===== config.mk =====
export PLATFORM = sky130hd
export DESIGN_NAME = cssl_queue
export DESIGN_NICKNAME = d
export VERILOG_FILES = /design/src/rtl/cssl_pkg.sv /design/src/rtl/cssl_queue.sv
export SDC_FILE = /design/constraint.sdc
export NUM_CORES = 1
export LEC_CHECK = 0
export ABC_AREA = 1
export ABC_CLOCK_PERIOD_IN_PS = 4350
export BUFFER_PORTS_ARGS = -buffer_cell sky130_fd_sc_hd__clkbuf_2
export CAP_MARGIN = 10
export CORE_MARGIN = 2
export CORE_UTILIZATION = 35
export DETAILED_ROUTE_END_ITERATION = 8
export GPL_ROUTABILITY_DRIVEN = 0
export PLACE_DENSITY = 0.64
export REMOVE_ABC_BUFFERS = 1
export SYNTH_ARGS = -nofsm -noshare
export SYNTH_HDL_FRONTEND = slang
export SYNTH_SLANG_ARGS = --single-unit

===== constraint.sdc =====
create_clock -name clock -period 4.35 [get_ports clock]
set_input_delay 0.6525 -clock clock [delete_from_list [all_inputs] [get_ports clock]]
set_output_delay 0.6525 -clock clock [all_outputs]
set_load 0.02 [all_outputs]

===== src/rtl/cssl_pkg.sv =====
// shared constants, codes and the command record for the sparse store lookup unit
package cssl_pkg;

   localparam int MAX_ENTRIES = 1024;
   localparam int MAX_ROWS    = 64;
   localparam int MAX_COLS    = 64;

   localparam int ENTRY_AW    = $clog2(MAX_ENTRIES);
   localparam int COUNT_W     = ENTRY_AW + 1;
   localparam int ROW_AW      = $clog2(MAX_ROWS);
   localparam int COL_AW      = $clog2(MAX_COLS);
   localparam int SIZE_W      = 7;
   localparam int VALUE_W     = 32;
   localparam int OPCODE_W    = 2;
   localparam int STATUS_W    = 2;
   localparam int QUEUE_DEPTH = 4;
   localparam int QUEUE_AW    = $clog2(QUEUE_DEPTH);

   localparam logic [OPCODE_W-1:0] OP_CLEAR = 2'd0;
   localparam logic [OPCODE_W-1:0] OP_LOAD  = 2'd1;
   localparam logic [OPCODE_W-1:0] OP_QUERY = 2'd2;

   localparam logic [STATUS_W-1:0] STATUS_OK     = 2'd0;
   localparam logic [STATUS_W-1:0] STATUS_FULL   = 2'd1;
   localparam logic [STATUS_W-1:0] STATUS_DONE   = 2'd2;
   localparam logic [STATUS_W-1:0] STATUS_NO_ROW = 2'd3;

   localparam logic CSR_NUM_ROWS = 1'b0;
   localparam logic CSR_NUM_COLS = 1'b1;

   localparam logic [SIZE_W-1:0] NUM_ROWS_RESET = 7'd64;
   localparam logic [SIZE_W-1:0] NUM_COLS_RESET = 7'd64;

   // one classified item handed from the front to the back
   typedef struct packed {
      logic                store_en;
      logic                rowend_en;
      logic                scan_en;
      logic [ENTRY_AW-1:0] store_addr;
      logic [VALUE_W-1:0]  store_value;
      logic [COL_AW-1:0]   store_col;
      logic [ROW_AW-1:0]   row;
      logic [COL_AW-1:0]   query_col;
      logic [COUNT_W-1:0]  count;
      logic [STATUS_W-1:0] status;
   } cmd_type;

   function automatic logic [SIZE_W-1:0] clamp_size(input logic [SIZE_W-1:0] v,
                                                   input logic [SIZE_W-1:0] hi);
      logic [SIZE_W-1:0] r;
      r = v;
      if (v == '0) begin
         r = SIZE_W'(1);
      end else if (v > hi) begin
         r = hi;
      end
      return r;
   endfunction

endpackage


===== src/rtl/cssl_queue.sv =====
// short command queue between front and back
module cssl_queue import cssl_pkg::*; (
   input  logic    clock,
   input  logic    reset,
   input  logic    wr_en,
   input  cmd_type wr_data,
   input  logic    rd_en,
   output cmd_type rd_data,
   output logic    full,
   output logic    empty
);

   cmd_type              slot_ff [QUEUE_DEPTH];
   logic [QUEUE_AW-1:0]  wr_ptr_ff, rd_ptr_ff;
   logic [QUEUE_AW:0]    fill_ff;

   assign full    = (fill_ff == (QUEUE_AW+1)'(QUEUE_DEPTH));
   assign empty   = (fill_ff == '0);
   assign rd_data = slot_ff[rd_ptr_ff];

   always_ff @(posedge clock) begin
      if (wr_en) begin
         slot_ff[wr_ptr_ff] <= wr_data;
      end
   end

   always_ff @(posedge clock) begin
      if (reset) begin
         wr_ptr_ff <= '0;
         rd_ptr_ff <= '0;
         fill_ff   <= '0;
      end else begin
         if (wr_en) begin
            wr_ptr_ff <= wr_ptr_ff + QUEUE_AW'(1);
         end
         if (rd_en) begin
            rd_ptr_ff <= rd_ptr_ff + QUEUE_AW'(1);
         end
         if (wr_en && !rd_en) begin
            fill_ff <= fill_ff + (QUEUE_AW+1)'(1);
         end else if (rd_en && !wr_en) begin
            fill_ff <= fill_ff - (QUEUE_AW+1)'(1);
         end
      end
   end

endmodule


### Word level (Yosys, flattened, before mapping)

Memory sizes are Yosys's and may differ from the RTL's. A register that Yosys moved wholly into a read port is not among the register bits.
Cells that the tools add are included.

* register bits: 7
* latch bits: 0
* bits in writable memories: 304
* memory bits (read-only): 0
* bits of input ports: 80
* logic and storage cells: 21
* memories kept: 1

Memories
* slot_ff: depth 4, width 76, read ports 1, clocked after memory_dff 1, write ports 1, line cssl_queue.sv:13 `cmd_type slot_ff [QUEUE_DEPTH];`

* $add $sub $neg: 4
* multipliers: 0
* div/mod/pow operators: 0
* magnitude comparators: 0
* eq/ne operators: 1
* shifts and indexed selects: 0
* muxes and demuxes: 6
* bitwise operators: 0
* reductions and logical operators: 6

Operator list (number)
* $mux W3: 2
* $add A2 B1 Y2 const B: 2
* $mux W2: 2
* $add A3 B1 Y3 const B: 1
* $eq A3 B3 Y1 const B: 1
* $logic_not A3 Y1: 1
* $sub A3 B1 Y3 const B: 1
* $logic_and A1 B1 Y1: 2
* $logic_not A1 Y1: 2
* $mux W1: 2
* $reduce_bool A2 Y1: 1

### Longest topological paths before layout

Gate-level depths: netlist of the first run.

* depth in word-level cells: 4
* gate-level depth with buffers: 10
* mapped depth without buffers: 10

### Worst setup path before layout of the first run

No wires, ideal clock.

* kind: input-to-reg
* start: input wr_en
* end: memory slot_ff[0][0] in the netlist's numbering (enable)
* library setup time: 0.430 ns
* arrival: 2.160 ns
* slack: 1.760 ns
* stages: 2
* path buffers: 0
* cells stage by stage: nand2_1 > inv_1

* longest elaborated chain between the ends: 2

Ends and longest elaborated chain
* from (decl): line cssl_queue.sv:5 `input logic wr_en,`
* $mux W1: line cssl_queue.sv:22 `if (wr_en) begin`
* $mux W1 (not written as such): line cssl_queue.sv:23 `slot_ff[wr_ptr_ff] <= wr_data;`
* to (decl): line cssl_queue.sv:13

Every way passes these cells.

==> results of run 1 <==
## state kept, by name, indices dropped and copies added (netlist names), named ones only
signal     flops
wr_ptr_ff      2
rd_ptr_ff      2
fill_ff        3
slot_ff      304
## through the flow
step                hold slack, ps  worst slack [ps]  instance area, um2  total power (uW)
finish                         324              1270               14000              6860
global route                   306              1000               14000              7120
CTS                            296              1230               14000              6940
detailed placement             433              1780               12900              4220
global placement               422              1840               12900              4210
floorplan                      412              -162               11500              3930
## synthesized netlist by cell type, types with 2 or more instances
cell      number  area share [%]
o22ai_2        5            0.53
dfxtp_1        9             1.5
a21oi_1        3            0.13
buf_6          4            0.38
buf_2          8            0.34
o22ai_1       71             3.8
nor2_2        16            0.85
clkbuf_1      13            0.41
edfxtp_1     304              77
buf_4          7            0.44
clkbuf_2       7            0.30
nor2_1       142             4.5
ha_1           5            0.53
o21ai_1        4            0.17
buf_12         2            0.34
nor3_1         2           0.085
o21ai_0      153             6.5
buf_8          7            0.89
nand2_1        9            0.29
inv_1         15            0.48
## final timing paths
| kind | cells after the start | slack, ps | to | startpoint |
|---|---|---|---|---|
| setup / recovery | 4 | 1270 | rd_data[30] | flop |
| hold / removal | 2 | 320 | fill_ff[0] | reset |
| setup reg to reg | 5 | 2210 | slot_ff[0][10] | wr_ptr_ff[0] |
| hold reg to reg | 1 | 450 | flop | rd_ptr_ff[1] |
## layout make-up
| cell class | count | area share, % |
|---|---|---|
| sequential | 313 | 66.6 |
| multi-input combinational | 414 | 14.9 |
| clock buffer | 41 | 6.73 |
| timing repair buffer | 168 | 6.30 |
| tap | 448 | 4.01 |
| clock inverter | 19 | 0.806 |
| inverter | 17 | 0.582 |
| antenna | 1 | 0.0179 |
## logic make-up after synthesis
| group | after synthesis | share of synthesized area [%] |
|---|---|---|
| flip-flops | 313 | 78.6 |
| AO/OA/AOI/OAI | 236 | 11.0 |
| AND/OR/NAND/NOR | 171 | 5.81 |
| buffers and inverters | 66 | 3.76 |
| adder cells (fa/ha/maj) | 6 | 0.697 |
| XOR/XNOR | 1 | 0.0740 |
## placed cells by master, fill, tap and decap left out, drive strengths merged
cell type  instances
a21oi              3
nor3               2
ha                 5
clkbuf           198
edfxtp           304
nor2             158
buf               11
clkinvlp           1
o22ai             76
nand2              9
nand4              1
bufinv             1
xor2               1
dfxtp              9
inv               17
diode              1
fa                 1
nand3              1
clkinv            17
o21ai            157
## power groups by stage
stage | Clock, uW | Sequential (uW) | Combinational [uW]
detailed placement | 0 | 3550 | 672
CTS | 2780 | 3490 | 673
finish | 2710 | 3490 | 659
floorplan | 0 | 3560 | 369
global route | 2890 | 3500 | 728
global placement | 0 | 3550 | 660
## routing by layer
| layer | up-vias | track usage, % |
|---|---|---|
| met3 | 46 | 3.63 |
| met4 | 2 | 4.03 |
| met2 | 201 | 22.8 |
| met1 | 3433 | 19.3 |
| met5 | - | 0 |
| li1 | 3295 | - |
## critical path, delay by kind of cell (launching register included)
family	cells	cell delay [ps]
AO/OA/AOI/OAI	2	410
flip-flops	1	500
buffers and inverters	2	840
==> key figures, run 1 <==
Status
  • Status: finished clean

Drt
  • Top layer in use: met5
  • Residual DRC count: 0
  • DR WL met3: ~1700 um
  • DR vias/cell: ~4.9
  • Routed len/inst: about 18 um
  • Met2 WL post-DR: ~12000 um
  • M1 WL: 11400 um
  • Via count: approximately 7000
  • Routed WL: ~25000 um
  • ANT nets after route: 0
  • DR pass1 iterations: 4
  • Initial DRC Count: ~450

Setup path
  • Setup crit end kind: output port
  • Startpoint types: flop
  • Crit path max fanout: about 150
  • Slowest Stage Delay on Critical Path: roughly 630 ps
  • Arr. time, crit path: 2430 ps
  • CP max stage cell: inv_8
  • Worst path required time: between 3000 and 4000 ps
  • Crit path kind: reg -> out
  • Worst path cell trace: inv_8, o21ai_0, o22ai_1, clkbuf_2

Final layout
  • P&R area growth vs syn: 18.1%
  • Register area: between 9000 and 10000 um2
  • Footprint of the multi-input gates: between 2000 and 2500 um2
  • Final Non-Filler Cells: ~1400
  • Final Core Density: between 40% and 50%
  • Share of cells above drive strength 1: about a quarter
  • Fin nets: approximately 1000
  • Filler Cell Count: roughly 3000

Clock network
  • Clock buffer depth: 3
  • Clk root buf: clkbuf_16
  • CTS tree: done
  • Post-CTS Resized: 0
  • Clock latency on the worst-skew pair: about 500 ps
  • Worst-path clk slew: about 60 ps
  • H-tree depth: 2
  • Num CTS Buffers: 34
  • Postcts setup bufs: 0
  • Cts hold-fix bufs: 0
  • Clk sinks: 313

Pwr
  • Combinational group share of total power: under 10%
  • Sw frac: 23.7%
  • Sequential share of power: between 50% and 60%
  • PD cells: between 400 and 500 nW/um2
  • Clock Power Share: 39.6%
  • NetSw: roughly 1600 uW
  • Peak VDD IR: 407 uV
  • Internal: roughly 5200 uW
  • Leak Pwr: just under 0.005 uW

STA
  • Final Hold Vio Count: 0
  • Final period util: a little under three quarters
  • Clk_skew: roughly 16 ps
  • Final setup vio count: 0
  • Min Clock Period, post-route: approximately 3100 ps
  • Max frequency: ~0.32 GHz
  • Worst-margin pin slew: around 1100 ps
  • Slew Limit Fails: 0
  • RSZ-0062 raised after global routing: no
  • Max_slew headroom: 28.3%
  • Setup tns final: 0 ps

Die
  • Die Height: approximately 190 um
  • Die W: 188 um
  • # rows: 67
  • Initial Utilization: between 30% and 40%
  • Die Area: approximately 35000 um2
  • Io pins: approximately 160
  • Area of the core: approximately 33000 um2

Logic synthesis
  • Post-Syn Area: around 12000 um2
  • Ys flop type: edfxtp_1
  • Post-Synthesis Cells: ~790
  • Synth cell types: 27
  • Asr flop ratio synth: 0%
  • FF+latch count, synth: around 310
  • Post-synth EDFFs: around 300
  • Seq/Total Area, Yosys: about four fifths
  • Avg Inst Size Synth: around 15 um2
  • YS warnings: 0

Job
  • Max cap viols: 0

Min path
  • Hold Path Class: in -> reg

Global routing
  • Largest net degree at the start of global routing: between 150 and 200
  • Total grt overflow: 0
  • GRT Overall Usage: ~14%
  • Vias in the first global route: 6910
  • First-pass GRT wire length: between 30000 and 40000 um
  • Initial antenna violation count: 1

Place
  • Buffers on Ports: 157
  • # placed instances: roughly 1400
  • HPWL Detailed: 13400 um
No activity file was read; power rests on OpenSTA's default activity.
==> inputs of run 2 (changes only) <==
--- a/config.mk
+++ b/config.mk
@@ -5,15 +5,15 @@
 export SDC_FILE = /design/constraint.sdc
 export NUM_CORES = 1
 export LEC_CHECK = 0
-export ABC_AREA = 1
-export ABC_CLOCK_PERIOD_IN_PS = 4350
+export ABC_AREA = 0
+export ABC_CLOCK_PERIOD_IN_PS = 2800
 export BUFFER_PORTS_ARGS = -buffer_cell sky130_fd_sc_hd__clkbuf_2
 export CAP_MARGIN = 10
 export CORE_MARGIN = 2
 export CORE_UTILIZATION = 35
 export DETAILED_ROUTE_END_ITERATION = 8
 export GPL_ROUTABILITY_DRIVEN = 0
-export PLACE_DENSITY = 0.64
+export PLACE_DENSITY = 0.66
 export REMOVE_ABC_BUFFERS = 1
 export SYNTH_ARGS = -nofsm -noshare
 export SYNTH_HDL_FRONTEND = slang
==> constraint.sdc (replaced) <==
create_clock -name clock -period 2.8 [get_ports clock]
set_input_delay 0.42 -clock clock [delete_from_list [all_inputs] [get_ports clock]]
set_output_delay 0.42 -clock clock [all_outputs]
set_load 0.02 [all_outputs]
==> key figures, run 2 <==
Drt
  • Initial DRC Count: about 300
  • Via count: 5060
  • DR pass1 iterations: 4
  • Routed WL: between 20000 and 25000 um
  • Residual DRC count: 0
  • Routed len/inst: about 19 um
  • DR vias/cell: between 4 and 5
  • ANT nets after route: 0

Logic synthesis
  • Simple logic cell fraction of the synthesized area: less than 1%
  • Most instantiated cells after synthesis: edfxtp_1, mux4_2, dfxtp_1
  • Area leader, netlist: edfxtp_1
  • Leading cell type by number of instances after synthesis: edfxtp_1
  • Avg Inst Size Synth: ~26 um2
  • Largest family of logic cells by synthesized area: multiplexers
  • Seq/Total Area, Yosys: between 80% and 90%
  • Synth top area cells: edfxtp_1, mux4_2, dfxtp_1
  • YS warnings: 0
  • Post-synthesis adder-cell area fraction: less than 1%
  • XOR/XNOR share of the synthesized area: 0.383%
  • Post-synthesis mux area share: around 15%
  • Post-Synthesis Cells: 441
  • Post-Syn Area: ~11000 um2
  • Post-synth EDFFs: just over 300
  • Yosys top cell area share: about four fifths
  • Synth cell types: 23
  • Compound-Gate Fraction of Synth Area: less than 1%
  • FF+latch count, synth: around 310
  • Asr flop ratio synth: 0%
  • Ys flop type: edfxtp_1

Global routing
  • First-pass GRT wire length: 30700 um
  • GRT Overall Usage: a little under an eighth
  • Total grt overflow: 0
  • Vias in the first global route: ~5400
  • Initial antenna violation count: 1
  • Largest net degree at the start of global routing: 50

Place
  • Buffers on Ports: roughly 160
  • HPWL Detailed: ~13000 um
  • Pre-CTS worst setup slack: slightly above 800 ps

Die
  • Die Area: 34100 um2
  • Io pins: ~160
  • Initial Utilization: around 35%
  • Area of the core: ~32000 um2
  • Die W: approximately 180 um
  • # rows: 66
  • Die Height: 185 um

Clock network
  • H-tree depth: 1
  • Clk sinks: roughly 310
  • Postcts setup bufs: 0
  • Cts hold-fix bufs: 0
  • Clk root buf: clkbuf_16
  • Num CTS Buffers: 31
  • Post-CTS Resized: 0
  • Clock buffer depth: 3
  • CTS tree: done
  • Worst-path clk slew: around 60 ps
  • Clock latency on the worst-skew pair: about 550 ps

Final layout
  • P&R area growth vs syn: 20.0%
  • Top reg by flops: slot_ff
  • Fin nets: approximately 720
  • Top Registers: slot_ff (304), fill_ff (3)
  • Max FFs per register: 304
  • Share of cells above drive strength 1: 44.9%
  • Commonest non-fill, non-tap cell in the layout: edfxtp_1
  • Commonest cells after routing, fill and taps aside: edfxtp_1, clkbuf_2, mux4_2

Setup path
  • Crit path max fanout: 29
  • CP max stage cell: mux4_2
  • Setup crit end kind: output port
  • Worst path required time: about 2400 ps
  • Worst path cell trace: buf_12, mux4_2, clkbuf_2
  • Startpoint types: flop
  • Arr. time, crit path: 2080 ps
  • R2R Setup Slk: roughly 1100 ps
  • Crit path kind: reg -> out
  • Slowest Stage Delay on Critical Path: 560 ps

Pwr
  • PD cells: 743 nW/um2
  • Leak Pwr: ~0.0046 uW
  • Power, Total: 10200 uW
  • Peak VDD IR: between 500 and 600 uV

STA
  • Max frequency: between 0.3 and 0.4 GHz
  • RSZ-0062 raised after global routing: no
  • Final period util: between 80% and 90%
  • Final Hold Vio Count: 0
  • Setup WS post-layout: 298 ps
  • Worst hold margin: about 85 ps
  • Clk_skew: ~7.5 ps
  • Worst-margin pin slew: between 400 and 500 ps
  • Max_slew headroom: between 70 and 80%
  • Final setup vio count: 0
  • Slew Limit Fails: 0
  • Min Clock Period, post-route: ~2500 ps

Min path
  • Hold Path Class: in -> reg

Job
  • Max cap viols: 0

Status
  • Status: finished clean
-- run 2: cell type report --
type	instances	area, um2
diodes	1	2.50
clock buffers	39	806
clock inverters	16	77.6
fillers	2867	18600
inverters	4	15.0
multi-input cells	106	1950
flip-flops and latches	313	9320
well taps	442	553
repair buffers	173	1010
-- run 2: logic make-up after synthesis --
group / Yosys count
AO/OA/AOI/OAI: 2
XOR/XNOR: 5
adder cells (fa/ha/maj): 6
buffers and inverters: 22
flip-flops: 313
multiplexers: 78
AND/OR/NAND/NOR: 15
-- run 2: layer usage --
layer	wire length, um	track usage [%]
met1	8670	15.4
met2	10200	19.7
met3	1080	2.65
met4	510	3.56
met5	0	0
-- run 2: critical path: cells and delay by family (launching register included) --
family,cells,cell delay [ps]
mux,1,560
buf+inv,2,450
flops,1,480
-- run 2: per-stage QoR --
step | util [%] | instances | setup TNS, ps | instance area (um2)
after floorplan | - | 423 | -118080 | 11300
after global placement | 39.7 | 1038 | 0 | 12800
after detailed placement | 39.7 | 1038 | 0 | 12800
after CTS | 42.4 | 1093 | 0 | 13700
after global routing | 42.4 | 1094 | 0 | 13700
final | 42.4 | 1094 | 0 | 13700
-- run 2: where the power goes --
part	internal, uW	leakage (uW)	switching, uW
Combinational	465	0.00131	652
Clock	2020	0.000428	1610
Sequential	5380	0.00287	70.7
Total	7860	0.00460	2340
-- run 2: path summary, 6_finish.rpt --
kind | startpoint | endpoint | cells after the start
worst max-delay path | flop | rd_data[26] | 3
worst min-delay path | wr_data[67] | slot_ff[2][67] | 1
worst max register to register | wr_ptr_ff[0] | slot_ff[2][36] | 4
worst min register to register | fill_ff[2] | fill_ff[2] | 2
