==> src/rtl/cssl_pkg.sv <==
// shared constants, codes and the command record for the sparse store lookup unit
package cssl_pkg;

   localparam int MAX_ENTRIES = 1024;
   localparam int MAX_ROWS    = 64;
   localparam int MAX_COLS    = 64;

   localparam int ENTRY_AW    = $clog2(MAX_ENTRIES);
   localparam int COUNT_W     = ENTRY_AW + 1;
   localparam int ROW_AW      = $clog2(MAX_ROWS);
   localparam int COL_AW      = $clog2(MAX_COLS);
   localparam int SIZE_W      = 7;
   localparam int VALUE_W     = 32;
   localparam int OPCODE_W    = 2;
   localparam int STATUS_W    = 2;
   localparam int QUEUE_DEPTH = 4;
   localparam int QUEUE_AW    = $clog2(QUEUE_DEPTH);

   localparam logic [OPCODE_W-1:0] OP_CLEAR = 2'd0;
   localparam logic [OPCODE_W-1:0] OP_LOAD  = 2'd1;
   localparam logic [OPCODE_W-1:0] OP_QUERY = 2'd2;

   localparam logic [STATUS_W-1:0] STATUS_OK     = 2'd0;
   localparam logic [STATUS_W-1:0] STATUS_FULL   = 2'd1;
   localparam logic [STATUS_W-1:0] STATUS_DONE   = 2'd2;
   localparam logic [STATUS_W-1:0] STATUS_NO_ROW = 2'd3;

   localparam logic CSR_NUM_ROWS = 1'b0;
   localparam logic CSR_NUM_COLS = 1'b1;

   localparam logic [SIZE_W-1:0] NUM_ROWS_RESET = 7'd64;
   localparam logic [SIZE_W-1:0] NUM_COLS_RESET = 7'd64;

   // one classified item handed from the front to the back
   typedef struct packed {
      logic                store_en;
      logic                rowend_en;
      logic                scan_en;
      logic [ENTRY_AW-1:0] store_addr;
      logic [VALUE_W-1:0]  store_value;
      logic [COL_AW-1:0]   store_col;
      logic [ROW_AW-1:0]   row;
      logic [COL_AW-1:0]   query_col;
      logic [COUNT_W-1:0]  count;
      logic [STATUS_W-1:0] status;
   } cmd_type;

   function automatic logic [SIZE_W-1:0] clamp_size(input logic [SIZE_W-1:0] v,
                                                   input logic [SIZE_W-1:0] hi);
      logic [SIZE_W-1:0] r;
      r = v;
      if (v == '0) begin
         r = SIZE_W'(1);
      end else if (v > hi) begin
         r = hi;
      end
      return r;
   endfunction

endpackage

==> src/rtl/cssl_front.sv <==
// front end: configuration registers, load position tracking and item classification
module cssl_front import cssl_pkg::*; (
   input  logic                clock,
   input  logic                reset,
   input  logic                csr_valid,
   output logic                csr_ready,
   input  logic                csr_index,
   input  logic [SIZE_W-1:0]   csr_wdata,
   input  logic                push,
   input  logic [OPCODE_W-1:0] opcode,
   input  logic [VALUE_W-1:0]  element_value,
   input  logic [ROW_AW-1:0]   query_row,
   input  logic [COL_AW-1:0]   query_col,
   input  logic                q_full,
   output logic                q_push,
   output cmd_type             cmd
);

   logic [SIZE_W-1:0]  num_rows_ff, num_cols_ff;
   logic [SIZE_W-1:0]  load_row_ff, load_row_in;
   logic [COL_AW-1:0]  load_col_ff, load_col_in;
   logic [COUNT_W-1:0] count_ff, count_in;
   logic [SIZE_W-1:0]  rows_eff, cols_eff;
   logic               keep;
   logic               accept;

   assign csr_ready = 1'b1;
   assign accept    = push && !q_full;
   assign q_push    = accept;
   assign rows_eff  = clamp_size(num_rows_ff, SIZE_W'(MAX_ROWS));
   assign cols_eff  = clamp_size(num_cols_ff, SIZE_W'(MAX_COLS));

   // elements at even row and even column always count as zero
   assign keep = !(!load_row_ff[0] && !load_col_ff[0]) && (element_value != '0);

   always_comb begin
      load_row_in     = load_row_ff;
      load_col_in     = load_col_ff;
      count_in        = count_ff;
      cmd             = '0;
      cmd.store_addr  = count_ff[ENTRY_AW-1:0];
      cmd.store_value = element_value;
      cmd.store_col   = load_col_ff;
      cmd.row         = query_row;
      cmd.query_col   = query_col;
      cmd.status      = STATUS_OK;
      unique case (opcode)
         OP_CLEAR: begin
            load_row_in = '0;
            load_col_in = '0;
            count_in    = '0;
         end
         OP_LOAD: begin
            if (load_row_ff >= rows_eff) begin
               cmd.status = STATUS_DONE;
            end else begin
               if (keep) begin
                  if (count_ff == COUNT_W'(MAX_ENTRIES)) begin
                     cmd.status = STATUS_FULL;
                  end else begin
                     cmd.store_en = 1'b1;
                     count_in     = count_ff + COUNT_W'(1);
                  end
               end
               if ((SIZE_W'(load_col_ff) + SIZE_W'(1)) >= cols_eff) begin
                  cmd.rowend_en = 1'b1;
                  cmd.row       = load_row_ff[ROW_AW-1:0];
                  load_row_in   = load_row_ff + SIZE_W'(1);
                  load_col_in   = '0;
               end else begin
                  load_col_in = load_col_ff + COL_AW'(1);
               end
            end
         end
         OP_QUERY: begin
            if (SIZE_W'(query_row) >= load_row_ff) begin
               cmd.status = STATUS_NO_ROW;
            end else begin
               cmd.scan_en = 1'b1;
            end
         end
         default: begin
         end
      endcase
      cmd.count = count_in;
   end

   always_ff @(posedge clock) begin
      if (reset) begin
         num_rows_ff <= NUM_ROWS_RESET;
         num_cols_ff <= NUM_COLS_RESET;
      end else if (csr_valid && csr_ready) begin
         if (csr_index == CSR_NUM_ROWS) begin
            num_rows_ff <= csr_wdata;
         end
         if (csr_index == CSR_NUM_COLS) begin
            num_cols_ff <= csr_wdata;
         end
      end
   end

   always_ff @(posedge clock) begin
      if (reset) begin
         load_row_ff <= '0;
         load_col_ff <= '0;
         count_ff    <= '0;
      end else if (accept) begin
         load_row_ff <= load_row_in;
         load_col_ff <= load_col_in;
         count_ff    <= count_in;
      end
   end

endmodule

==> config.mk <==
export PLATFORM = sky130hd
export DESIGN_NAME = cssl_front
export DESIGN_NICKNAME = d
export VERILOG_FILES = /design/src/rtl/cssl_pkg.sv /design/src/rtl/cssl_front.sv
export SDC_FILE = /design/constraint.sdc
export NUM_CORES = 1
export LEC_CHECK = 0
export BUFFER_PORTS_ARGS = -buffer_cell sky130_fd_sc_hd__clkbuf_2
export CAP_MARGIN = 20
export CORE_UTILIZATION = 25
export DETAILED_ROUTE_END_ITERATION = 16
export HOLD_SLACK_MARGIN = 0.1
export PLACE_DENSITY_LB_ADDON = 0.1
export SLEW_MARGIN = 25
export SYNTH_ARGS = -nofsm -noshare
export SYNTH_HDL_FRONTEND = slang
export SYNTH_SLANG_ARGS = --single-unit
==> constraint.sdc <==
create_clock -name clock -period 3.78 [get_ports clock]
set_clock_uncertainty 0.2 [all_clocks]
set_input_delay 0.567 -clock clock [delete_from_list [all_inputs] [get_ports clock]]
set_output_delay 0.567 -clock clock [all_outputs]
set_load 0.05 [all_outputs]
Word level (Yosys, flattened, before mapping) --
Index checks and enable logic that the tools add are counted.
Word-level totals: flip-flop bits (word level) 38, input bits 59, output and inout bits 78, word-level logic and storage cells 65
Operators by class: add/sub/neg operators 4, $lt $le $gt $ge 5, eq/ne operators 5, mux-type cells 29, bitwise gates (word level) 1, reduce and logical (&&, ||, !) cells 16
Operators by type and width (number):
- 7-bit 2-to-1 mux | 6
- 11-bit 2-to-1 mux | 3
- 32-bit nonzero test | 1
- 6-bit 2-to-1 mux | 5
- 11-bit one-hot mux with 2 select lines | 1
- 7-bit >= comparator | 2
- 7-bit greater-than comparator, second input constant | 2
- 7-bit logical NOT | 2
- 7-bit one-hot mux with 2 select lines | 1
- 6-bit one-hot mux with 2 select lines | 1
- 11-bit by 1-bit adder with 11-bit output, second input constant | 1
- 11-bit == test, second input constant | 1
- 2-bit 2-to-1 mux | 4
- 6-bit by 1-bit adder with 7-bit output, second input constant | 1
- 7-bit by 1-bit adder with 7-bit output, second input constant | 1
- 6-bit by 7-bit >= comparator with 1-bit output | 1
- 1-bit 2-to-1 mux | 7
- 6-bit by 1-bit adder with 6-bit output, second input constant | 1
- 1-bit logical NOT | 4
- 2-bit inequality test, second input constant | 2
- 2-bit one-hot mux with 2 select lines | 1
- 2-bit AND reduction | 2
- 4-bit AND reduction | 1
- 1-bit logical AND | 3
- 6 further kinds | 6

Longest topological paths before layout --
Gate-level depths: netlist of the first run.
depth after elaboration 7, mapped depth 12, depth with buffers taken out 11

Worst setup path after synthesis of the first run --
Ideal clock, no wire load.
path type register to output, start register load_col_ff[0], end output cmd[19] (netlist name), arrival time 3992 ps, required time 3013 ps, slack -979 ps, stages on the path, launching flop included 12, path buffers 2, cells stage by stage dfxtp_1 ha_1 nand3_1 xnor2_1 ha_1 a21o_1 a211o_1 a41o_1 and3_1 buf_2 buf_2 o21ai_0
RTL lines:
- start: declaration | line cssl_front.sv:21 | logic [COL_AW-1:0] load_col_ff, load_col_in;
- start signal: assignment | line cssl_front.sv:109 | load_col_ff <= load_col_in;
- end: declaration | line cssl_front.sv:16 | output cmd_type cmd

==> results by group, run 1 <==
Layout
  • Area Overhead vs Synth: 24.29%
  • Layout Utilization: 0.3203
  • Post-route cell area: 0.004059 mm2
  • Commonest non-fill, non-tap cell in the layout: clkbuf_2
  • Most frequent cells in the layout: clkbuf_2 (113), nand2_1 (57), dfxtp_1 (34)
  • Nets: 596
  • Fillers: 1395
  • Area of the multi-input gates: 0.002057 mm2
  • FF+latch area: 770.7 um2
  • Layout cells sized above 1: 0.3288
  • Antenna cell count: 0

Worst setup path
  • CP Launch Type: flop
  • Max stage delay cell, worst path: dfxtp_4
  • Arr. time, crit path: 2.84 ns
  • WS Path Type: reg2out
  • CP required: 3.01 ns
  • Worst R2R End: load_row_ff[5]$_SDFFE_PP0P_
  • Worst r2r path cells: 10
  • CP endpoint kind: output port
  • Crit path cell chain: ha_4, nand3_1, xnor2_1, ha_1, a21o_1, a211o_1, a41o_1, and3_4, mux2_2, clkbuf_2
  • Reg2Reg Setup Slack: 0.73 ns
  • R2r startpoint: load_col_ff[0]$_SDFFE_PP0P_
  • CP max stage delay: 0.39 ns
  • Crit path max fanout: 8

Detailed routing
  • Drt first pass iters: 6
  • Initial DRC count: 173
  • Vias: 3261
  • DR WL/cell: 13.55 um
  • DRT Wirelength: 9.256 mm
  • Drt via density: 4.775
  • DR DRC count: 0
  • Final ANT Viol Nets: 0

Clock tree
  • Worst-Skew Late Latency: 0.29 ns
  • Root Buffer: clkbuf_16
  • Max Root-Sink Buffers: 2
  • H-tree depth: 2
  • CTS buffer count: 5
  • Clock sinks: 38
  • Post-CTS setup buffer count: 0
  • TritonCTS clock tree: built
  • Reg clk slew, reported paths: 0.06 ns

STA
  • Final setup violation count: 0
  • Hold Violations, Final: 0
  • Min cycle time layout: 3.608 ns
  • Rel. slew slack: 0.5340
  • FMAX: 277.2 MHz
  • Worst Slack Setup Final: 0.1722 ns
  • Worst-margin pin slew: 0.6958 ns
  • Final Slew Violations: 0
  • RSZ-0062 raised after global routing: false
  • Fin crit share: 0.9545

Synthesis
  • Synth Net Count: 519
  • Seq cells post-synth: 38
  • Syn Inst Count: 433
  • Avg Synthesized Cell Area: 7.542 um2
  • Post-Syn Area: 0.003266 mm2
  • Main synth FF type: dfxtp_1
  • Ys async rst share: 0
  • Post-synth cell types: 60
  • Synthesis Warnings: 0
  • Post-synthesis sequential area ratio: 0.2330
  • EDFF count, synth: 0

Min path
  • Hold EP: num_cols_ff[4]$_SDFFE_PP0P_
  • Hold path start: num_cols_ff[4]$_SDFFE_PP0P_
  • Worst Hold Class: reg2reg
  • WHS Path Cells: 2

Job
  • Max cap viols: 0

Placement
  • Gpl congestion: 0.7632
  • I/O Buffers: 123
  • Placement Setup Slack: 0.2620 ns
  • Placed cell areas: 0.003806 mm2
  • HPWL Detailed: 7.337 mm

GRT
  • Total track usage: 0.1359
  • Total gr overflow: 0
  • Pin count of the biggest net entering global routing: 21
  • First-pass GRT wire length: 14.30 mm
  • Number of global-route vias before repair: 2905
  • Initial antenna violation count: 0

Die
  • # rows: 41
  • Chip width: 116.3 um
  • Top-level port count: 137
  • Die area: 0.01352 mm2
  • Die Height: 116.3 um
  • Core area: 0.01267 mm2
  • Initial Util: 0.2577

Power and ir drop
  • Power density over the cells: 295.2 mW/mm2
  • Worst VDD drop: 0.0002190 V
  • Leakage: 0.001803 uW

Outcome
  • Status: finished clean
-- cell type report --
cell class / instances / area share
Sequential cell: 38 / 0.1899
Inverter: 20 / 0.01850
Multi-Input combinational cell: 309 / 0.5068
Timing Repair Buffer: 136 / 0.1853
Clock buffer: 6 / 0.03699
Tap cell: 172 / 0.05302
Clock inverter: 2 / 0.009556
-- critical path, delay by kind of cell (launching register included) --
family	cells	cell delay (ns)
flops	1	0.39
buf+inv	1	0.23
xor+xnor	1	0.15
simple gates	2	0.32
fa+ha+maj	2	0.49
compound gates	3	0.69
mux	1	0.27
-- per-layer routing --
metal	share of wire	routed length, um	vias to the layer above	global-route usage
li1	-	-	1679	-
met1	0.48	4424	1477	0.1806
met2	0.46	4233	96	0.2185
met3	0.050	464	9	0.02958
met4	0.014	134	0	0.04188
met5	0	0	-	0
-- flip-flops by register name (all words and copies together) (netlist names) --
register     count
load_row_ff      7
num_cols_ff      7
num_rows_ff      7
count_ff        11
load_col_ff      6
-- through the flow --
stage                     std cells  setup TNS (ns)  power (uW)  hold slack, ns
after floorplan                 433         -0.3741       631.5          0.2361
after global placement          675               0       672.0          0.2636
after detailed placement        675               0       672.5          0.2616
after CTS                       683               0        1217          0.2709
after global routing            683               0        1259          0.2830
final                           683               0        1198          0.2722
-- synthesized netlist by cell type (all sizes together) (3+ instances only) --
master,n,area [um2]
a211o,5,43.79
a211oi,3,22.52
a21boi,3,22.52
a21o,3,22.52
a21oi,30,153.9
a31oi,8,50.05
and2,3,18.77
and3,10,62.56
buf,55,395.4
clkbuf,11,42.54
dfxtp,38,760.7
ha,27,337.8
inv,20,75.07
mux2,5,56.30
mux2i,3,30.03
nand2,59,229.0
nand2b,6,37.54
nand3,19,95.09
nand4,12,75.07
nor2,28,105.1
nor2b,6,37.54
nor3,5,25.02
nor4,9,56.30
o211ai,6,45.04
o21a,4,30.03
o21ai,12,63.81
o22a,3,26.28
o31ai,8,60.06
or3,3,18.77
xnor2,3,26.28
-- kinds of logic after synthesis --
| logic type | Yosys count | share of synthesized area |
|---|---|---|
| and+or+nand+nor | 170 | 0.2579 |
| AOI/OAI and AO/OA | 99 | 0.2104 |
| buffers and inverters | 86 | 0.1571 |
| DFF | 38 | 0.2330 |
| adders and majority gates | 27 | 0.1034 |
| muxes | 8 | 0.02644 |
| xor gates and xnor gates | 4 | 0.01073 |
| other | 1 | 0.001148 |
-- worst max-delay path by stage --
stage                                     start       to  slack [ns]  cells after the start
global route        num_rows_ff[1]$_SDFFE_PP0P_   cmd[9]       0.003                     13
detailed placement  load_col_ff[0]$_SDFFE_PP0P_  cmd[21]        0.26                     10
finish              load_col_ff[0]$_SDFFE_PP0P_  cmd[20]        0.17                     10
global placement    load_col_ff[0]$_SDFFE_PP0P_  cmd[21]        0.30                     10
floorplan           num_rows_ff[1]$_SDFFE_PP0P_  cmd[10]       -0.19                     10
CTS                 num_rows_ff[1]$_SDFFE_PP0P_   cmd[7]       0.008                     12
-- where the power goes --
part	switching [uW]	internal (uW)	leakage (uW)
Sequential	5.58	407	0.000311
Clock	182	353	0.0000922
Combinational	176	75.5	0.00140
-- what timing repair did --
action	CTS	global route
hold buffers	0	0
setup endpoints to repair	6	13
gates resized for setup	4	28
Power figures use the tool's default switching activity.
==> run 2: changes to the inputs <==
--- a/config.mk
+++ b/config.mk
@@ -8,6 +8,7 @@
 export BUFFER_PORTS_ARGS = -buffer_cell sky130_fd_sc_hd__clkbuf_2
 export CAP_MARGIN = 20
 export CORE_UTILIZATION = 25
+export CTS_BUF_LIST = sky130_fd_sc_hd__clkbuf_4 sky130_fd_sc_hd__clkbuf_8
 export DETAILED_ROUTE_END_ITERATION = 16
 export HOLD_SLACK_MARGIN = 0.1
 export PLACE_DENSITY_LB_ADDON = 0.1
==> results by group, run 2 (same netlist as run 1, synthesis figures left out) <==
Outcome
  • Status: finished clean

Worst setup path
  • Crit path capture: cmd[21]
  • Worst R2R End: load_row_ff[5]$_SDFFE_PP0P_
  • R2r startpoint: load_col_ff[0]$_SDFFE_PP0P_
  • Crit path max fanout: 8 (unchanged)
  • CP required: 3.01 ns (about the same)
  • WS Path Type: reg2out
  • CP endpoint kind: output port
  • CP Launch Type: flop
  • Worst r2r path cells: 10 (unchanged)
  • Arr. time, crit path: 2.85 ns (about the same)
  • Reg2Reg Setup Slack: 0.74 ns (about the same)
  • Critical Path Start: load_col_ff[0]$_SDFFE_PP0P_

Die
  • Die Height: 116.3 um (unchanged)
  • Initial Util: 0.2577 (unchanged)
  • Core area: 0.01267 mm2 (unchanged)
  • Die area: 0.01352 mm2 (unchanged)
  • # rows: 41 (unchanged)
  • Top-level port count: 137 (unchanged)
  • Chip width: 116.3 um (unchanged)

Layout
  • Fillers: 1394 (-0.072%)
  • Commonest non-fill, non-tap cell in the layout: clkbuf_2
  • Nets: 597 (+0.17%)
  • Most frequent cells in the layout: clkbuf_2 (111), nand2_1 (57), dfxtp_1 (34)
  • Largest register by flop count: count_ff
  • Max reg flops: 11 (unchanged)
  • Layout cells sized above 1: 0.3320 (+0.003264)
  • Area Overhead vs Synth: 23.60%
  • Antenna cell count: 0 (unchanged)
  • Final Non-Filler Cells: 684 (+0.15%)

Placement
  • I/O Buffers: 123 (unchanged)
  • Cells after DPL: 675 (unchanged)
  • HPWL Detailed: 7.337 mm (unchanged)
  • Gpl congestion: 0.7632 (unchanged)

Min path
  • WHS Path Cells: 2 (unchanged)
  • Worst Hold Class: reg2reg

Detailed routing
  • DR WL/cell: 13.55 um (about the same)
  • Final ANT Viol Nets: 0 (unchanged)
  • DR DRC count: 0 (unchanged)
  • Drt first pass iters: 6 (unchanged)
  • DRT Wirelength: 9.267 mm (+0.12%)
  • Drt via density: 4.769 (-0.12%)
  • Vias: 3262 (+0.031%)
  • Initial DRC count: 161 (-6.9%)

STA
  • Min cycle time layout: 3.616 ns (+0.008047 ns)
  • FMAX: 276.6 MHz (-0.22%)
  • Worst-margin pin slew: 0.6923 ns (-0.003467 ns)
  • Final setup violation count: 0 (unchanged)
  • Rel. slew slack: 0.5363 (+0.002322)
  • Setup_tns: 0 ns (unchanged)
  • Final Slew Violations: 0 (unchanged)
  • RSZ-0062 raised after global routing: false
  • Fin crit share: 0.9566 (+0.002129)
  • Hold Violations, Final: 0 (unchanged)

Clock tree
  • TritonCTS clock tree: built
  • Clock sinks: 38 (unchanged)
  • H-tree depth: 2 (unchanged)
  • Max Root-Sink Buffers: 2 (unchanged)
  • Reg clk slew, reported paths: 0.08 ns (+0.02 ns)
  • Worst-Skew Late Latency: 0.31 ns (+0.02 ns)
  • CTS buffer count: 5 (unchanged)
  • Root Buffer: clkbuf_8
  • Hold buffer count at cts: 0 (unchanged)

Power and ir drop
  • Leakage: 0.001781 uW (-1.3%)
  • Power density over the cells: 270.9 mW/mm2 (-8.2%)
  • Worst VDD drop: 0.0001200 V (-45%)
  • Power, Total: 1093 uW (-8.8%)

GRT
  • Global routing's busiest layer: met2
  • Initial antenna violation count: 0 (unchanged)
  • First-pass GRT wire length: 14.24 mm (-0.38%)
  • Met2 GRT Util: 0.2225 (+0.003945)
  • Number of global-route vias before repair: 2889 (-0.55%)
  • Pin count of the biggest net entering global routing: 21 (unchanged)
  • Met3 usage: 0.02958 (unchanged)
  • Total gr overflow: 0 (unchanged)
  • Total track usage: 0.1352 (-0.0006463)
  • Grt met1 use: 0.1784 (-0.002150)

Job
  • Max cap viols: 0 (unchanged)
==> run 2: power breakdown <==
group          leakage [uW]  total (uW)  switching, uW  internal, uW
Combinational       0.00140         253            176          76.3
Sequential         0.000311         412           5.54           406
Clock             0.0000683         429            164           265
Total               0.00178        1090            346           747
==> run 2: how the worst min path moves through the flow <==
stage	startpoint	slack, ns	end
after floorplan	num_cols_ff[0]$_SDFFE_PP0P_	0.24	num_cols_ff[0]$_SDFFE_PP0P_
after global placement	num_cols_ff[4]$_SDFFE_PP0P_	0.26	num_cols_ff[4]$_SDFFE_PP0P_
after detailed placement	num_rows_ff[0]$_SDFFE_PP0P_	0.26	num_rows_ff[0]$_SDFFE_PP0P_
after CTS	num_rows_ff[0]$_SDFFE_PP0P_	0.28	num_rows_ff[0]$_SDFFE_PP0P_
after global routing	csr_wdata[2]	0.28	num_rows_ff[2]$_SDFFE_PP0P_
final	num_cols_ff[4]$_SDFFE_PP0P_	0.28	num_cols_ff[4]$_SDFFE_PP0P_
==> run 2: area by class of cell <==
cell class	instances	area, um2	share of cell area
Inverter	20	77.57	0.01922
Tap cell	172	215.2	0.05332
Clock buffer	5	68.82	0.01705
Timing Repair Buffer	137	774.5	0.1919
Multi-Input combinational cell	309	2061	0.5105
Clock inverter	3	68.82	0.01705
Sequential cell	38	770.7	0.1909
==> run 2: worst max-delay path, stage by stage, from the launching register on <==
cell      delay, ns
dfxtp_4        0.40
ha_4           0.17
nand3_1        0.11
xnor2_1        0.15
ha_1           0.32
a21o_1         0.17
a211o_1        0.30
a41o_1         0.22
and3_4         0.21
mux2_4         0.30
clkbuf_4       0.21
==> run 2: stage by stage <==
stage               cell area [um2]    util  setup slack (ns)  hold slack, ns
CTS                            3958  0.3123          0.003296          0.2750
detailed placement             3806  0.3004            0.2620          0.2616
floorplan                      3301       -           -0.1870          0.2361
global route                   4036  0.3186          0.005629          0.2813
global placement               3806  0.3004            0.2962          0.2636
finish                         4036  0.3186            0.1641          0.2750
==> run 2: per-layer routing <==
metal	up-vias	share of wire
li1	1673	-
met1	1488	0.48
met2	92	0.46
met3	9	0.049
met4	0	0.012
met5	-	0
==> run 2: what timing repair did <==
action,CTS,global route
endpoints found under the setup margin,7,14
gates resized for setup,7,33
pin swaps,0,1
buffers inserted,0,1
==> run 3: changes to the inputs <==
--- a/config.mk
+++ b/config.mk
@@ -12,7 +12,7 @@
 export DETAILED_ROUTE_END_ITERATION = 16
 export HOLD_SLACK_MARGIN = 0.1
 export PLACE_DENSITY_LB_ADDON = 0.1
-export SLEW_MARGIN = 25
+export SLEW_MARGIN = 20
 export SYNTH_ARGS = -nofsm -noshare
 export SYNTH_HDL_FRONTEND = slang
 export SYNTH_SLANG_ARGS = --single-unit
==> constraint.sdc (replaced) <==
create_clock -name clock -period 3.6 [get_ports clock]
set_clock_uncertainty 0.2 [all_clocks]
set_input_delay 0.54 -clock clock [delete_from_list [all_inputs] [get_ports clock]]
set_output_delay 0.54 -clock clock [all_outputs]
set_load 0.05 [all_outputs]
==> results by group, run 3 (same netlist as run 1, synthesis figures left out) <==
Power and ir drop
  • Power density over the cells: 254.5 mW/mm2 (-6.0%)
  • Switching share of power: 0.3366 (+0.01987)
  • Worst VDD drop: 0.0001051 V (-12%)
  • Internal cell power: 720.8 uW (-3.5%)
  • Leakage: 0.001867 uW (+4.9%)
  • Clk network pwr share: 0.343 (-0.049)
  • Flop pwr share: 0.397 (+0.021)
  • P_sw: 365.8 uW (+5.6%)
  • Combinational share of power: 0.259 (+0.028)

Worst setup path
  • Bufs and invs on worst path: 3 (+2)
  • Critical path's top delay family: simple AND/OR/NAND/NOR gates
  • CP Launch Type: flop
  • Max stage delay cell, worst path: a2111oi_4
  • Crit path cell chain: nor3_2, a21oi_1, nor2_1, ha_1, nor2b_1, o21ai_2, a2111oi_4, buf_12, nand2_8, inv_4, and3_4, mux2i_4, buf_12
  • Arr. time, crit path: 2.82 ns (-0.03 ns)
  • CP required: 2.86 ns (-0.15 ns)
  • CP endpoint kind: output port
  • Crit path max fanout: 6 (-2)
  • Cell mode on critical path: buf_12
  • WS Path Type: reg2out
  • CP max stage delay: 0.44 ns (+0.04 ns)

Die
  • Die Height: 116.3 um (unchanged)
  • Core area: 0.01267 mm2 (unchanged)
  • Die area: 0.01352 mm2 (unchanged)
  • Initial Util: 0.2577 (unchanged)
  • Chip width: 116.3 um (unchanged)
  • # rows: 41 (unchanged)
  • Top-level port count: 137 (unchanged)

Outcome
  • Status: finished clean

Placement
  • I/O Buffers: 123 (unchanged)
  • Cells after DPL: 678 (+0.44%)
  • Gpl congestion: 0.7407 (-2.9%)
  • HPWL Detailed: 7.490 mm (+2.1%)

Clock tree
  • Root Buffer: clkbuf_8
  • Max Root-Sink Buffers: 2 (unchanged)
  • Worst-Skew Late Latency: 0.30 ns (about the same)
  • Hold buffer count at cts: 0 (unchanged)
  • Reg clk slew, reported paths: 0.08 ns (about the same)
  • CTS buffer count: 5 (unchanged)
  • Clock sinks: 38 (unchanged)
  • H-tree depth: 2 (unchanged)
  • TritonCTS clock tree: built

GRT
  • Number of global-route vias before repair: 3025 (+4.7%)
  • Total gr overflow: 0 (unchanged)
  • Total track usage: 0.1431 (+0.007887)
  • Initial antenna violation count: 0 (unchanged)
  • First-pass GRT wire length: 15.27 mm (+7.2%)
  • Pin count of the biggest net entering global routing: 23 (+9.5%)

STA
  • RSZ-0062 raised after global routing: true
  • Hold Violations, Final: 0 (unchanged)
  • Fin crit share: 0.9889
  • FMAX: 280.9 MHz
  • Rel. slew slack: 0.5759 (+0.03953)
  • Final setup violation count: 0 (unchanged)
  • Min cycle time layout: 3.560 ns
  • Worst-margin pin slew: 0.6333 ns (-0.05902 ns)
  • Final Slew Violations: 0 (unchanged)

Detailed routing
  • DRT Wirelength: 9.615 mm (+3.8%)
  • DR DRC count: 0 (unchanged)
  • DR WL/cell: 13.85 um (+2.3%)
  • Vias: 3301 (+1.2%)
  • Drt first pass iters: 4 (-2)
  • Final ANT Viol Nets: 0 (unchanged)
  • Drt via density: 4.756 (-0.26%)
  • Initial DRC count: 135 (-16%)

Min path
  • Worst Hold Class: reg2reg

Layout
  • Area Overhead vs Synth: 30.73%
  • FF+latch area: 777.0 um2 (+0.81%)
  • Most frequent cells in the layout: clkbuf_2 (105), nand2_1 (57), dfxtp_1 (31)
  • Commonest non-fill, non-tap cell in the layout: clkbuf_2
  • Layout cells sized above 1: 0.3716 (+0.03962)
  • Largest register by flop count: count_ff
  • Nets: 607 (+1.7%)
  • Area of the multi-input gates: 0.002156 mm2 (+4.6%)
  • Layout Utilization: 0.3369 (+0.01837)
  • Antenna cell count: 0 (unchanged)
  • Max reg flops: 11 (unchanged)
  • Final Non-Filler Cells: 694 (+1.5%)
  • Fillers: 1383 (-0.79%)

Job
  • Max cap viols: 0 (unchanged)
[run 3: power groups by stage]
stage / sequential (uW) / clock (uW) / combinational [uW]
CTS: 432 / 393 / 279
detailed placement: 442 / 0 / 268
global placement: 442 / 0 / 268
finish: 432 / 373 / 282
floorplan: 441 / 0 / 223
global route: 433 / 411 / 305
[run 3: per-layer routing]
metal	part of all wire	track usage	wire, um
met4	0.0085	0.03333	82
met3	0.044	0.02647	427
met5	0	0	0
met1	0.47	0.1880	4501
met2	0.48	0.2414	4603
[run 3: final timing paths]
| path | startpoint | slack, ns | cells past startpoint | endpoint |
|---|---|---|---|---|
| worst max-delay path | num_rows_ff[3]$_SDFFE_PP0P_ | 0.04 | 13 | cmd[6] |
| worst min-delay path | num_rows_ff[0]$_SDFFE_PP0P_ | 0.27 | 2 | num_rows_ff[0]$_SDFFE_PP0P_ |
| worst max register to register | num_rows_ff[3]$_SDFFE_PP0P_ | 0.53 | 12 | load_row_ff[6]$_SDFFE_PP0P_ |
| worst min register to register | num_rows_ff[0]$_SDFFE_PP0P_ | 0.27 | 2 | num_rows_ff[0]$_SDFFE_PP0P_ |
[run 3: tightest hold or removal path: cells and delay by family, from the launching register on]
family | cells | cell delay (ns)
flip-flops | 1 | 0.32
AND/OR/NAND/NOR | 1 | 0.05
AO/OA/AOI/OAI | 1 | 0.05
[run 3: area by class of cell]
| cell class | count | share of cell area |
|---|---|---|
| sequential | 38 | 0.1820 |
| tap | 172 | 0.05041 |
| clock inverter | 3 | 0.009379 |
| clock buffer | 5 | 0.01612 |
| multi-input combinational | 310 | 0.5050 |
| timing repair buffer | 146 | 0.2189 |
| inverter | 20 | 0.01817 |
[run 3: per-stage QoR]
step	cell area [um2]	hold WS [ns]	setup TNS (ns)	setup slack [ns]	power (uW)
3_5_place_dp	3885	0.2585	0	0.1014	710.5
6_report	4269	0.2678	0	0.03988	1087
2_1_floorplan	3317	0.2361	-0.6801	-0.3400	664.3
3_3_place_gp	3885	0.2613	0	0.1445	709.4
5_1_grt	4269	0.2607	-0.5165	-0.1182	1149
4_1_cts	4170	0.2562	-0.04499	-0.02474	1104
[run 3: repair_timing]
| item | CTS | global route |
|---|---|---|
| resized for setup | 32 | 37 |
| gates cloned | 1 | 0 |
| endpoints found under the setup margin | 13 | 18 |
| buffers inserted | 5 | 2 |
| hold endpoints to repair | 0 | 0 |
| pin swaps | 7 | 7 |
